File: src/hdl/mbd_pkg.sv
`timescale 1ns / 1ps
// ----------------------------------------------------------------------------
// mbd_pkg: shared types and constants of the mipmap box downsampler
// Image limits, channel layout, register indexes and the result word type.
// ----------------------------------------------------------------------------
package mbd_pkg;

    // widest incoming row and tallest incoming level
    localparam int MAX_WIDTH  = 2048;
    localparam int ROW_LIMIT  = 2048;

    localparam int LINE_DEPTH = MAX_WIDTH / 2;
    localparam int LINE_AW    = $clog2(LINE_DEPTH);

    // column and row counters, and the clamped sizes one bit wider
    localparam int COL_W      = $clog2(MAX_WIDTH);
    localparam int ROW_W      = $clog2(ROW_LIMIT);
    localparam int EW_W       = COL_W + 1;
    localparam int EH_W       = ROW_W + 1;

    // configuration port
    localparam int CFG_W      = 12;
    localparam int CFG_IDX_W  = 1;
    localparam int CMP_W      = (CFG_W > EW_W) ? CFG_W : EW_W;
    localparam int CMPH_W     = (CFG_W > EH_W) ? CFG_W : EH_W;

    localparam logic [CFG_IDX_W-1:0] REG_SOURCE_WIDTH  = CFG_IDX_W'(0);
    localparam logic [CFG_IDX_W-1:0] REG_SOURCE_HEIGHT = CFG_IDX_W'(1);

    localparam int RESET_WIDTH  = 256;
    localparam int RESET_HEIGHT = 256;

    // rgba8 pixel, red in the lowest byte
    localparam int NUM_CH  = 4;
    localparam int CH_W    = 8;
    localparam int PAIR_W  = CH_W + 1;
    localparam int QUAD_W  = CH_W + 2;
    localparam int PIX_W   = NUM_CH * CH_W;
    localparam int LINE_W  = NUM_CH * PAIR_W;

    typedef logic [NUM_CH-1:0][CH_W-1:0]   pixel_t;
    typedef logic [NUM_CH-1:0][PAIR_W-1:0] pair_t;

    typedef struct packed {
        logic   frame_last;
        pixel_t pixel;
    } result_t;

endpackage

File: src/hdl/mbd_skid.sv
`timescale 1ns / 1ps
// ----------------------------------------------------------------------------
// mbd_skid: output register with skid stage
// Holds result words for the master side; upstream ready is a register.
// ----------------------------------------------------------------------------
module mbd_skid
    import mbd_pkg::*;
(
    input  logic    aclk,
    input  logic    aresetn,
    input  logic    in_valid,
    output logic    in_ready,
    input  result_t in_word,
    output logic    out_valid,
    input  logic    out_ready,
    output result_t out_word
);

    logic    out_valid_reg, out_valid_next;
    logic    skid_valid_reg, skid_valid_next;
    result_t out_word_reg, out_word_next;
    result_t skid_word_reg, skid_word_next;
    logic    in_fire, out_fire;

    assign in_ready = !skid_valid_reg;
    assign in_fire  = in_valid && !skid_valid_reg;
    assign out_fire = out_valid_reg && out_ready;

    always_comb begin
        out_valid_next  = out_valid_reg;
        skid_valid_next = skid_valid_reg;
        out_word_next   = out_word_reg;
        skid_word_next  = skid_word_reg;
        if (skid_valid_reg) begin
            if (out_fire) begin
                out_word_next   = skid_word_reg;
                skid_valid_next = 1'b0;
            end
        end else if (in_fire) begin
            if (!out_valid_reg || out_fire) begin
                out_word_next  = in_word;
                out_valid_next = 1'b1;
            end else begin
                skid_word_next  = in_word;
                skid_valid_next = 1'b1;
            end
        end else if (out_fire) begin
            out_valid_next = 1'b0;
        end
    end

    always_ff @(posedge aclk) begin
        if (!aresetn) begin
            out_valid_reg  <= 1'b0;
            skid_valid_reg <= 1'b0;
        end else begin
            out_valid_reg  <= out_valid_next;
            skid_valid_reg <= skid_valid_next;
        end
        out_word_reg  <= out_word_next;
        skid_word_reg <= skid_word_next;
    end

    assign out_valid = out_valid_reg;
    assign out_word  = out_word_reg;

    // the skid stage only fills behind a full output register
    a_skid_behind_out: assert property (@(posedge aclk) disable iff (!aresetn)
        skid_valid_reg |-> out_valid_reg)
        else $error("skid word held with empty output register");

    // once a stalled output word is taken, the skid word moves into the output register
    a_skid_drains: assert property (@(posedge aclk) disable iff (!aresetn)
        skid_valid_reg && out_ready |=> out_valid_reg && !skid_valid_reg)
        else $error("skid word not forwarded");

endmodule

File: config.mk
export PLATFORM = sky130hd
export DESIGN_NAME = mbd_skid
export DESIGN_NICKNAME = d
export VERILOG_FILES = /design/src/hdl/mbd_pkg.sv /design/src/hdl/mbd_skid.sv
export SDC_FILE = /design/constraint.sdc
export NUM_CORES = 1
export LEC_CHECK = 0
export BUFFER_PORTS_ARGS = -buffer_cell sky130_fd_sc_hd__buf_2
export CAP_MARGIN = 15
export CORE_UTILIZATION = 25
export DETAILED_ROUTE_END_ITERATION = 6
export PLACE_DENSITY = 0.4
export SLEW_MARGIN = 20
export SYNTH_ARGS = -nofsm -noshare
export SYNTH_HDL_FRONTEND = slang
export SYNTH_SLANG_ARGS = --single-unit
export TNS_END_PERCENT = 50
File: constraint.sdc
create_clock -name aclk -period 3.56 [get_ports aclk]
set_input_delay 0.178 -clock aclk [delete_from_list [all_inputs] [get_ports aclk]]
set_output_delay 0.178 -clock aclk [all_outputs]
set_load 0.1 [all_outputs]
==> reports/results.ini <==
[clocking]
clock_latency_ps=330
cts_buffers=9
path_clk_slew_ps=80
cts_hold_buf=0
cts_sinks=68
clock_path_buffers=2
cts_tree=built
root_buffer=clkbuf_8
cts-resized-gates=0
htree_levels=3
post-cts-setup-buffers=0

[sta]
setup_viol_count_final=0
fin_crit_sh_pct=54.6
rsz0062_at_grt=no
worst_pin_slew_ps=865
hold_violations=0
fin_crit_ps=1940
clock_skew_ps=10.6
max_freq_mhz=515
slew_headroom_pct=42.2
slew_viol_final=0
fin_tns_setup_ps=0
hold_ws_ps=38.2

[synthesis]
yosysWarnings=0
synth_adder_area_share_pct=0
synth_cell_types=16
synth_area_per_cell_sq_um=21.9
synth_top_family_by_area=multiplexers
ys_ff_latch=68
synthCells=117
synth_mux_area_share_pct=17.2
syn-num-nets=154
synth-edff-count=66
synth_compound_area_share_pct=0.878
netlist_area_sq_um=2570
synth_xor_area_share_pct=0
ys_seq_area_share_pct=78.8
ys.flop_type=edfxtp_1
async_flop_share_pct=0
ys_top_cells_by_count=edfxtp_1, mux2_2, mux2_4, inv_1
yosys.area.top_type=edfxtp_1
synth.most_common_cell=edfxtp_1
synth_top_area_share_pct=77.2
synth.area.top_cells=edfxtp_1, mux2_4, mux2_2
yosys.area_share.simple_pct=1.02

[global_route]
grt_usage_pct=9.59
grt-ovfl-total=0
grt_max_degree=38
antenna_found_initial=0
first_global_vias=1379
grt_pass1_wl_microns=7180

[floorplanning]
die-area_sq_um=10700
fp.dieH_microns=103
rows=36
io_pins=72
core_area_sq_um=9860
die_w_microns=103
initial_core_util_pct=26.0

[pwr]
cellPowerDensity_nw_per_um2=575
power.total_mw=1.86
p_leak_nw=1.20
peakVddDrop_mv=0.146

[final_layout]
fin_util_pct=32.7
diodes=0
nets=234
area_delta_synth_final_pct=25.9
drive_above_1_share_pct=60.7

[route]
first_iter_violations=16
vias=1340
drtAntennaViolNets=0
vias_per_cell=4.01
drc=0
wl_microns=4880
wl_per_cell_microns=14.6
first_pass_iters=2

[place]
port_buffers=71
hpwl_microns=3380
gp_congestion=0.670

[min_path]
hold_path_class=input port to flop

[setup_path]
worstSetupStartpointType=flop
critPathArrivalTime_ps=1970
critPathCaptureType=flop
cp_max_fo=25
rrSetupSlack_ps=1620
cp_data_required_time_ps=3590
critical_path_class=flop to flop

[flow_run]
drv_cap=0

[outcome]
outcome=completed

## where the power goes
part           switching (mW)  leakage [nW]  internal (mW)  total (mW)
Sequential             0.0133         0.635          0.936       0.950
Clock                   0.268        0.0760          0.241       0.509
Combinational           0.319         0.494         0.0793       0.399
Total                   0.601          1.20           1.26        1.86
## area by class of cell
cell class / count / area, sq um
inverters: 3 / 11.3
fillers: 947 / 6630
clock inverters: 6 / 32.5
multi-input cells: 42 / 503
clock buffers: 9 / 124
well taps: 133 / 166
flip-flops and latches: 68 / 2020
repair buffers: 73 / 370
## worst paths after layout
kind	start	depth (start not counted)	end
worst max-delay path	out_valid	3	out_word[28]
worst min-delay path	in_word[8]	1	skid_word_reg[8]
worst max register to register	out_valid	3	out_word[28]
worst min register to register	skid_word_reg[20]	1	out_word[20]
## logic make-up after synthesis
| group | after synthesis |
|---|---|
| buf+inv | 7 |
| simple gates | 4 |
| flops | 68 |
| mux | 34 |
| compound gates | 4 |
## per-stage QoR
step                instances  area [sq um]  setup WS, ps
finish                    334          3230          1620
global route              334          3230          1470
CTS                       334          3230          1550
detailed placement        319          3070          1550
global placement          319          3070          1670
floorplan                 117          2570           276
## cell usage in the layout (no fill, tap or decap), drive strengths merged, types with 2 or more instances in the layout
cell type,n
a21oi,2
clkinv,4
mux2,33
clkinvlp,2
edfxtp,66
dfxtp,2
inv,3
buf,73
clkbuf,9
## metal layers
| metal | vias to the layer above | wire (microns) | global-route usage (%) |
|---|---|---|---|
| met3 | 9 | 248 | 2.42 |
| met4 | 0 | 95 | 6.50 |
| met1 | 672 | 2140 | 11.7 |
| li1 | 618 | - | - |
| met2 | 41 | 2400 | 15.1 |
| met5 | - | 0 | 0 |
## worst max-delay path: stages (launching register included)
cell and delay (ps):
dfxtp_1 470, mux2i_1 170, a21oi_4 690, buf_4 320
No activity file was read; power rests on OpenSTA's default activity.
